[src/dle_pkg.sv]
package dle_pkg;

    // Number of characters one label can hold.
    localparam int LABEL_DEPTH = 60;
    // Width of the label character count, wide enough to hold LABEL_DEPTH itself.
    localparam int CNT_W = $clog2(LABEL_DEPTH + 1);

    localparam logic [7:0] SEP_CHAR = 8'd46;
    localparam logic [7:0] NUL_BYTE = 8'd0;

    // Per-cycle control that every storage cell in the chain receives.
    typedef struct packed {
        logic       shift;
        logic [7:0] load_data;
    } t_cell_ctrl;

    typedef enum logic [4:0] {
        S_IDLE = 5'b00001,
        S_LEN  = 5'b00010,
        S_DATA = 5'b00100,
        S_ZERO = 5'b01000,
        S_TERM = 5'b10000
    } t_state;

endpackage

[src/dle_char_if.sv]
interface dle_char_if;
    logic       valid;
    logic       ready;
    logic [7:0] in_char;
    logic       in_last;

    modport source (output valid, output in_char, output in_last, input ready);
    modport sink   (input valid, input in_char, input in_last, output ready);
endinterface

[src/dle_byte_if.sv]
interface dle_byte_if;
    logic       valid;
    logic       ready;
    logic [7:0] out_byte;
    logic       out_last;
    logic       label_overflow;

    modport source (output valid, output out_byte, output out_last,
                    output label_overflow, input ready);
    modport sink   (input valid, input out_byte, input out_last,
                    input label_overflow, output ready);
endinterface

[src/dle_cell.sv]
module dle_cell (
    input  logic                i_clk,
    input  dle_pkg::t_cell_ctrl i_ctrl,
    input  logic                i_load,
    input  logic [7:0]          i_shift_data,
    output logic [7:0]          o_data
);

    logic [7:0] r_data;

    // A cell either takes a new character or the byte of its right-hand neighbor.
    always_ff @(posedge i_clk) begin
        if (i_load) begin
            r_data <= i_ctrl.load_data;
        end else if (i_ctrl.shift) begin
            r_data <= i_shift_data;
        end
    end

    assign o_data = r_data;

endmodule

[src/dle_label_encoder.sv]
// Encodes a dotted host name into DNS label form. Characters enter one item
// at a time on i_char, with in_last set on the final character. Characters of
// a label are kept in a row of storage cells; a dot, or the end of the name,
// flushes the label as a length byte and then its characters, each flushed
// byte carrying label_overflow when the label held more than LABEL_DEPTH
// characters (the extra ones are dropped and the length byte reads
// LABEL_DEPTH). The end of the name then yields a zero terminator with
// out_last set; a trailing dot yields one extra zero-length label before it.
// Timing: after its closing item a label is sent as its length byte and then
// its characters, one byte per cycle through the single output register
// while o_byte.ready does not hold it back; at the end of the name the extra
// empty label of a trailing dot and then the terminator follow. No new
// item is taken while a label is being sent.
module dns_label_encoder (
    input  logic      i_clk,
    input  logic      i_rst_n,
    dle_char_if.sink  i_char,
    dle_byte_if.source o_byte
);

    localparam int D = dle_pkg::LABEL_DEPTH;
    localparam int W = dle_pkg::CNT_W;

    dle_pkg::t_state r_state, n_state;
    logic [W-1:0]    r_count, n_count;   // characters held in the cell row
    logic            r_ovf, n_ovf;       // current label dropped characters
    logic [W-1:0]    r_rem, n_rem;       // characters left to send in a flush
    logic            r_fovf, n_fovf;     // overflow flag of the label in flight
    logic            r_zero, n_zero;     // a trailing dot adds an empty label
    logic            r_term, n_term;     // the name ends after this flush

    // Output register.
    logic            r_ov, n_ov;
    logic [7:0]      r_ob, n_ob;
    logic            r_ol, n_ol;
    logic            r_oovf, n_oovf;

    logic            w_free;
    logic            w_accept;
    logic            w_push;
    dle_pkg::t_cell_ctrl w_ctrl;
    logic [7:0]      w_data [D];

    assign w_free   = !r_ov || o_byte.ready;
    assign i_char.ready = (r_state == dle_pkg::S_IDLE);
    assign w_accept = i_char.valid && i_char.ready;
    // A non-dot character goes into the next free cell, if one is left.
    assign w_push   = w_accept && (i_char.in_char != dle_pkg::SEP_CHAR)
                      && (r_count < W'(D));

    always_comb begin
        n_state = r_state;
        n_count = r_count;
        n_ovf   = r_ovf;
        n_rem   = r_rem;
        n_fovf  = r_fovf;
        n_zero  = r_zero;
        n_term  = r_term;
        n_ov    = r_ov && !o_byte.ready;
        n_ob    = r_ob;
        n_ol    = r_ol;
        n_oovf  = r_oovf;
        w_ctrl.shift     = 1'b0;
        w_ctrl.load_data = i_char.in_char;

        case (r_state)
            dle_pkg::S_IDLE: begin
                if (w_accept) begin
                    if (i_char.in_char == dle_pkg::SEP_CHAR) begin
                        n_state = dle_pkg::S_LEN;
                        n_zero  = i_char.in_last;
                        n_term  = i_char.in_last;
                    end else begin
                        if (w_push) begin
                            n_count = r_count + W'(1);
                        end else begin
                            n_ovf = 1'b1;
                        end
                        if (i_char.in_last) begin
                            n_state = dle_pkg::S_LEN;
                            n_zero  = 1'b0;
                            n_term  = 1'b1;
                        end
                    end
                end
            end
            dle_pkg::S_LEN: begin
                if (w_free) begin
                    n_ov    = 1'b1;
                    n_ob    = 8'(r_count);
                    n_ol    = 1'b0;
                    n_oovf  = r_ovf;
                    n_fovf  = r_ovf;
                    n_rem   = r_count;
                    n_count = '0;
                    n_ovf   = 1'b0;
                    if (r_count != '0) begin
                        n_state = dle_pkg::S_DATA;
                    end else if (r_zero) begin
                        n_state = dle_pkg::S_ZERO;
                    end else if (r_term) begin
                        n_state = dle_pkg::S_TERM;
                    end else begin
                        n_state = dle_pkg::S_IDLE;
                    end
                end
            end
            dle_pkg::S_DATA: begin
                if (w_free) begin
                    // Cell 0 is the oldest character; the row moves one step.
                    n_ov   = 1'b1;
                    n_ob   = w_data[0];
                    n_ol   = 1'b0;
                    n_oovf = r_fovf;
                    n_rem  = r_rem - W'(1);
                    w_ctrl.shift = 1'b1;
                    if (r_rem == W'(1)) begin
                        if (r_zero) begin
                            n_state = dle_pkg::S_ZERO;
                        end else if (r_term) begin
                            n_state = dle_pkg::S_TERM;
                        end else begin
                            n_state = dle_pkg::S_IDLE;
                        end
                    end
                end
            end
            dle_pkg::S_ZERO: begin
                if (w_free) begin
                    n_ov    = 1'b1;
                    n_ob    = 8'd0;
                    n_ol    = 1'b0;
                    n_oovf  = 1'b0;
                    n_state = dle_pkg::S_TERM;
                end
            end
            dle_pkg::S_TERM: begin
                if (w_free) begin
                    n_ov    = 1'b1;
                    n_ob    = dle_pkg::NUL_BYTE;
                    n_ol    = 1'b1;
                    n_oovf  = 1'b0;
                    n_state = dle_pkg::S_IDLE;
                end
            end
            default: begin
                n_state = dle_pkg::S_IDLE;
            end
        endcase
    end

    always_ff @(posedge i_clk) begin
        if (!i_rst_n) begin
            r_state <= dle_pkg::S_IDLE;
            r_count <= '0;
            r_ovf   <= 1'b0;
            r_rem   <= '0;
            r_zero  <= 1'b0;
            r_term  <= 1'b0;
            r_ov    <= 1'b0;
        end else begin
            r_state <= n_state;
            r_count <= n_count;
            r_ovf   <= n_ovf;
            r_rem   <= n_rem;
            r_zero  <= n_zero;
            r_term  <= n_term;
            r_ov    <= n_ov;
        end
    end

    always_ff @(posedge i_clk) begin
        r_fovf <= n_fovf;
        r_ob   <= n_ob;
        r_ol   <= n_ol;
        r_oovf <= n_oovf;
    end

    // The label row: each cell loads when it is the next free slot and
    // otherwise follows its neighbor on a flush step; the end cell takes zero.
    for (genvar i = 0; i < D; i++) begin : g_cell
        logic [7:0] w_next;
        if (i == D - 1) begin : g_end
            assign w_next = 8'd0;
        end else begin : g_mid
            assign w_next = w_data[i + 1];
        end
        dle_cell u_cell (
            .i_clk        (i_clk),
            .i_ctrl       (w_ctrl),
            .i_load       (w_push && (r_count == W'(i))),
            .i_shift_data (w_next),
            .o_data       (w_data[i])
        );
    end

    assign o_byte.valid          = r_ov;
    assign o_byte.out_byte       = r_ob;
    assign o_byte.out_last       = r_ol;
    assign o_byte.label_overflow = r_oovf;

endmodule
[src/flat_wrapper.sv]
// flat-port wrapper written by rule: the top's interface ports become plain ports
module dns_label_encoder_flat 
  (i_clk, i_rst_n, i_char_valid, i_char_in_char, i_char_in_last, i_char_ready, o_byte_valid, o_byte_out_byte, o_byte_out_last, o_byte_label_overflow, o_byte_ready);
  dle_char_if i_char_i ();
  dle_byte_if o_byte_i ();
  input  logic i_clk;
  input  logic i_rst_n;
  input wire logic [$bits(i_char_i.valid)-1:0] i_char_valid;
  input wire logic [$bits(i_char_i.in_char)-1:0] i_char_in_char;
  input wire logic [$bits(i_char_i.in_last)-1:0] i_char_in_last;
  output wire logic [$bits(i_char_i.ready)-1:0] i_char_ready;
  output wire logic [$bits(o_byte_i.valid)-1:0] o_byte_valid;
  output wire logic [$bits(o_byte_i.out_byte)-1:0] o_byte_out_byte;
  output wire logic [$bits(o_byte_i.out_last)-1:0] o_byte_out_last;
  output wire logic [$bits(o_byte_i.label_overflow)-1:0] o_byte_label_overflow;
  input wire logic [$bits(o_byte_i.ready)-1:0] o_byte_ready;
  assign i_char_i.valid = i_char_valid;
  assign i_char_i.in_char = i_char_in_char;
  assign i_char_i.in_last = i_char_in_last;
  assign i_char_ready = i_char_i.ready;
  assign o_byte_valid = o_byte_i.valid;
  assign o_byte_out_byte = o_byte_i.out_byte;
  assign o_byte_out_last = o_byte_i.out_last;
  assign o_byte_label_overflow = o_byte_i.label_overflow;
  assign o_byte_i.ready = o_byte_ready;
  dns_label_encoder u_core (.i_clk(i_clk), .i_rst_n(i_rst_n), .i_char(i_char_i), .o_byte(o_byte_i));
endmodule
[config.mk]
export PLATFORM = sky130hd
export DESIGN_NAME = dns_label_encoder_flat
export DESIGN_NICKNAME = d
export VERILOG_FILES = /design/src/dle_pkg.sv /design/src/dle_char_if.sv /design/src/dle_byte_if.sv /design/src/dle_cell.sv /design/src/dle_label_encoder.sv /design/src/flat_wrapper.sv
export SDC_FILE = /design/constraint.sdc
export NUM_CORES = 1
export LEC_CHECK = 0
export BUFFER_PORTS_ARGS = -buffer_cell sky130_fd_sc_hd__buf_2
export CELL_PAD_IN_SITES_DETAIL_PLACEMENT = 0
export CELL_PAD_IN_SITES_GLOBAL_PLACEMENT = 1
export CORE_AREA = 2 2 213 215
export CTS_BUF_LIST = sky130_fd_sc_hd__clkbuf_2
export DETAILED_ROUTE_END_ITERATION = 7
export DIE_AREA = 0 0 215 217
export GPL_ROUTABILITY_DRIVEN = 0
export PLACE_DENSITY = 0.76
export RECOVER_POWER = 25
export SETUP_SLACK_MARGIN = 0.02
export SLEW_MARGIN = 10
export SYNTH_ARGS = -nofsm -noshare
export SYNTH_HDL_FRONTEND = slang
export SYNTH_SLANG_ARGS = --single-unit
[constraint.sdc]
create_clock -name i_clk -period 3.3 [get_ports i_clk]
set_input_delay 0 -clock i_clk [delete_from_list [all_inputs] [get_ports i_clk]]
set_output_delay 0 -clock i_clk [all_outputs]
set_load 0.005 [all_outputs]
==> impl_metrics.csv <==
group,metric,value,unit
placement,placed_area,23600,sq um
yosys,ys_types,58,
floorplan,die_area,46700,sq um
setup_path,critPathKind,"reg -> reg",
pwr,p_sw_share,26.1,%
setup_path,crit_chain,"nor2b_1, o2111a_1, nand3b_1, buf_4, o21ai_0",
floorplan,rows,78,
grt,grt_overflow,0,
setup_path,start_kind,"register",
yosys,yosysMostFrequentCell,"edfxtp_1",
clocking,cts_root_buf,"clkbuf_2",
clocking,h-tree-depth,4,
setup_path,setup.worst_path.end_class,"register",
clocking,cts.sinks,512,
yosys,synth_edf_count,491,
pwr,power_frac_comb,7.7,%
yosys,synthesis.nets,1396,
yosys,yosys-top-cells-count,"edfxtp_1, mux2_2, clkbuf_1",
layout,finalNetCount,1538,
timing,hold_violations,0,
yosys,synthArstFlopShare,0,%
timing,fmax,0.331,GHz
floorplan,die_h,217,um
timing,finalClockSkew,0.0642,ns
yosys,synthTopCellsByArea,"edfxtp_1, mux2_2, dfxtp_1",
floorplan,core_area,44700,sq um
setup_path,slowest_delay,0.94,ns
floorplan,pin_count,25,
timing,max_slew.worst_pin.slew,1.15,ns
grt,first_global_vias,13233,
grt,grt_start_max_net_pins,61,
routing,viasPerCell,5.57,
status,status,"finished, final reports clean",
pwr,clock_power_share,35.5,%
timing,period_share,91.7,%
setup_path,cpMaxStageDelayCell,"o21ai_0",
pwr,p_per_area,513,nW/um^2
yosys,synth_seq_cells,512,
worst_hold_path,hold_depth,4,
pwr,p_sw,0.00334,W
placement,dpl.hpwl,26.6,mm
yosys,synth_top_area_share,64.6,%
worst_hold_path,hold_class,"in -> reg",
clocking,cts_resized,0,
pwr,seqPwrFrac,56.8,%
pwr,peakVddDrop,0.333,mV
yosys,synthFlopType,"edfxtp_1",
routing,drt_iter0_markers,814,
yosys,yosysWarnings,0,
timing,setup_viol,0,
routing,wire_per_inst,21.4,um
clocking,cts_made_buffers,135,
layout,drive_gt1_share,47.2,%
yosys,synth.avg_cell_area,16.6,sq um
clocking,clockBufferDepth,3,
timing,maxSlewHeadroom,22.7,%
grt,antenna_found_initial,1,
setup_path,cp.arrival,3.81,ns
routing,wirelength,47.5,mm
placement,portBuffers,24,
routing,dr.pass1.iters,6,
timing,setup_tns,0,ns
setup_path,path_max_fanout,32,
setup_path,regToRegSetupSlack,0.28,ns
routing,vias,12347,
floorplan,die_x,215,um
pwr,p_leak,8.55,nW
clocking,clk_latency,1.21,ns
grt,grt_pass1_wl,74.6,mm
worst_hold_path,min_from,"i_rst_n",
timing,slew_violations,0,
layout,design_area,25000,sq um
setup_path,reg2reg_from,"u_core.r_state[0]$_SDFFE_PN1P_",
routing,drc,0,
setup_path,reg2reg_depth,5,
grt,grtUsageTotal,21.0,%
yosys,synthCells,1377,
yosys,yosysSeqAreaShare,66.5,%
layout,area_delta_synth_final,9.40,%
floorplan,start_util,51.0,%
pwr,intPower,0.00946,W
timing,min_period,3.02,ns
yosys,netlist_area,22800,sq um
clocking,cts_tree,"built",
clocking,clk_pin_slew,0.09,ns
worst_hold_path,hold_end,"u_core.r_zero$_SDFFE_PN0P_",
timing,rsz0062_at_grt,"false",
job,maxCapViolCount,0,
routing,ant_nets,0,
yosys,yosys.area.top_type,"edfxtp_1",
setup_path,r2r_end,"u_core.g_cell[16].u_cell.o_data[7]$_DFFE_PP_",
setup_path,cp.required,4.09,ns
worst max-delay path: cells and delay by family, from the launching register on:
| kind | cells | cell delay (ns) |
|---|---|---|
| AOI/OAI and AO/OA | 2 | 1.37 |
| DFF | 1 | 0.52 |
| and+or+nand+nor | 2 | 0.44 |
| buffers and inverters | 1 | 0.30 |
state kept, by name (all words and copies together), names as in the netlist, 5 cells and up:
name                         count
u_core.o_byte.out_byte           8
u_core.r_count                   6
u_core.g_cell.u_cell.o_data    480
u_core.r_rem                     6
u_core.r_state                   5
timing repair:
item                      4_1_cts  5_1_grt
setup buffers                   0        0
hold buffers                   25        0
hold endpoints to repair      777        0
power by group through the flow:
stage	sequential (W)	combinational, W	clock [W]
6_report	0.00727	0.000992	0.00454
5_1_grt	0.00729	0.00108	0.00503
4_1_cts	0.00727	0.00103	0.00468
3_5_place_dp	0.00741	0.000989	0
3_3_place_gp	0.00741	0.000983	0
2_1_floorplan	0.00736	0.000668	0
how the worst max path moves through the flow:
stage                                                   endpoint                            from
floorplan           u_core.g_cell[22].u_cell.o_data[0]$_DFFE_PP_  u_core.r_state[1]$_SDFFE_PN0P_
global placement    u_core.g_cell[17].u_cell.o_data[2]$_DFFE_PP_  u_core.r_state[0]$_SDFFE_PN1P_
detailed placement  u_core.g_cell[26].u_cell.o_data[6]$_DFFE_PP_  u_core.r_state[0]$_SDFFE_PN1P_
CTS                 u_core.g_cell[16].u_cell.o_data[1]$_DFFE_PP_  u_core.r_state[0]$_SDFFE_PN1P_
global route        u_core.g_cell[47].u_cell.o_data[6]$_DFFE_PP_  u_core.r_state[4]$_SDFFE_PN0P_
finish              u_core.g_cell[16].u_cell.o_data[7]$_DFFE_PP_  u_core.r_state[0]$_SDFFE_PN1P_
routing by layer:
layer  vias to the layer above  wire [um]  global-route usage, %
li1                       5673          -                      -
met1                      6260      21000                   26.9
met5                         -          0                      0
met3                        69       2360                   5.48
met4                         0        886                   8.60
met2                       345      23300                   34.4
cells by family (layout without fill, tap and decap cells):
| kind of cell | after synthesis | in the layout | share of synthesized area, % |
|---|---|---|---|
| fa+ha+maj | 6 | 6 | 0.329 |
| flops | 512 | 512 | 66.5 |
| mux | 475 | 475 | 23.6 |
| xor+xnor | 3 | 3 | 0.115 |
| buf+inv | 93 | 332 | 1.75 |
| other cells | 0 | 1 | 0 |
| compound gates | 88 | 88 | 2.35 |
| simple gates | 200 | 200 | 5.43 |
metrics by stage:
step	setup WS, ns	util [%]	power, W	hold slack [ns]	std cells
finish	0.275	55.9	0.0128	0.226	2217
global route	0.0473	55.9	0.0134	0.103	2217
CTS	0.272	56.3	0.0130	0.0204	2216
detailed placement	0.309	52.9	0.00840	0.313	1957
global placement	0.425	52.9	0.00839	0.292	1957
floorplan	0.742	-	0.00802	0.156	1377
cells in the final DEF, fill, tap and decap left out, drive strengths merged, types with 3 or more instances in the layout:
master / synthesis / layout
edfxtp: 491 / 491
mux2: 472 / 472
clkbuf: 67 / 207
nand2: 62 / 62
buf: 18 / 50
o21ai: 45 / 45
nor2: 45 / 45
clkinv: 0 / 33
nand3: 27 / 27
dlygate4sd3: 0 / 25
dfxtp: 21 / 21
nor3: 14 / 14
and2: 14 / 14
a21oi: 13 / 13
nand4: 13 / 13
inv: 8 / 12
nor2b: 8 / 8
a22o: 7 / 7
ha: 6 / 6
bufinv: 0 / 5
a31oi: 4 / 4
a21boi: 4 / 4
nand3b: 4 / 4
nor3b: 3 / 3
mux2i: 3 / 3
final cells by class:
class	instances	area, sq um
Tap cell	600	751
Timing Repair Buffer	90	648
Clock inverter	42	295
Multi-Input combinational cell	772	7110
Antenna cell	1	2.50
Sequential cell	512	15200
Fill cell	3610	19700
Clock buffer	192	961
Inverter	8	30.0
Power figures use the tool's default switching activity.
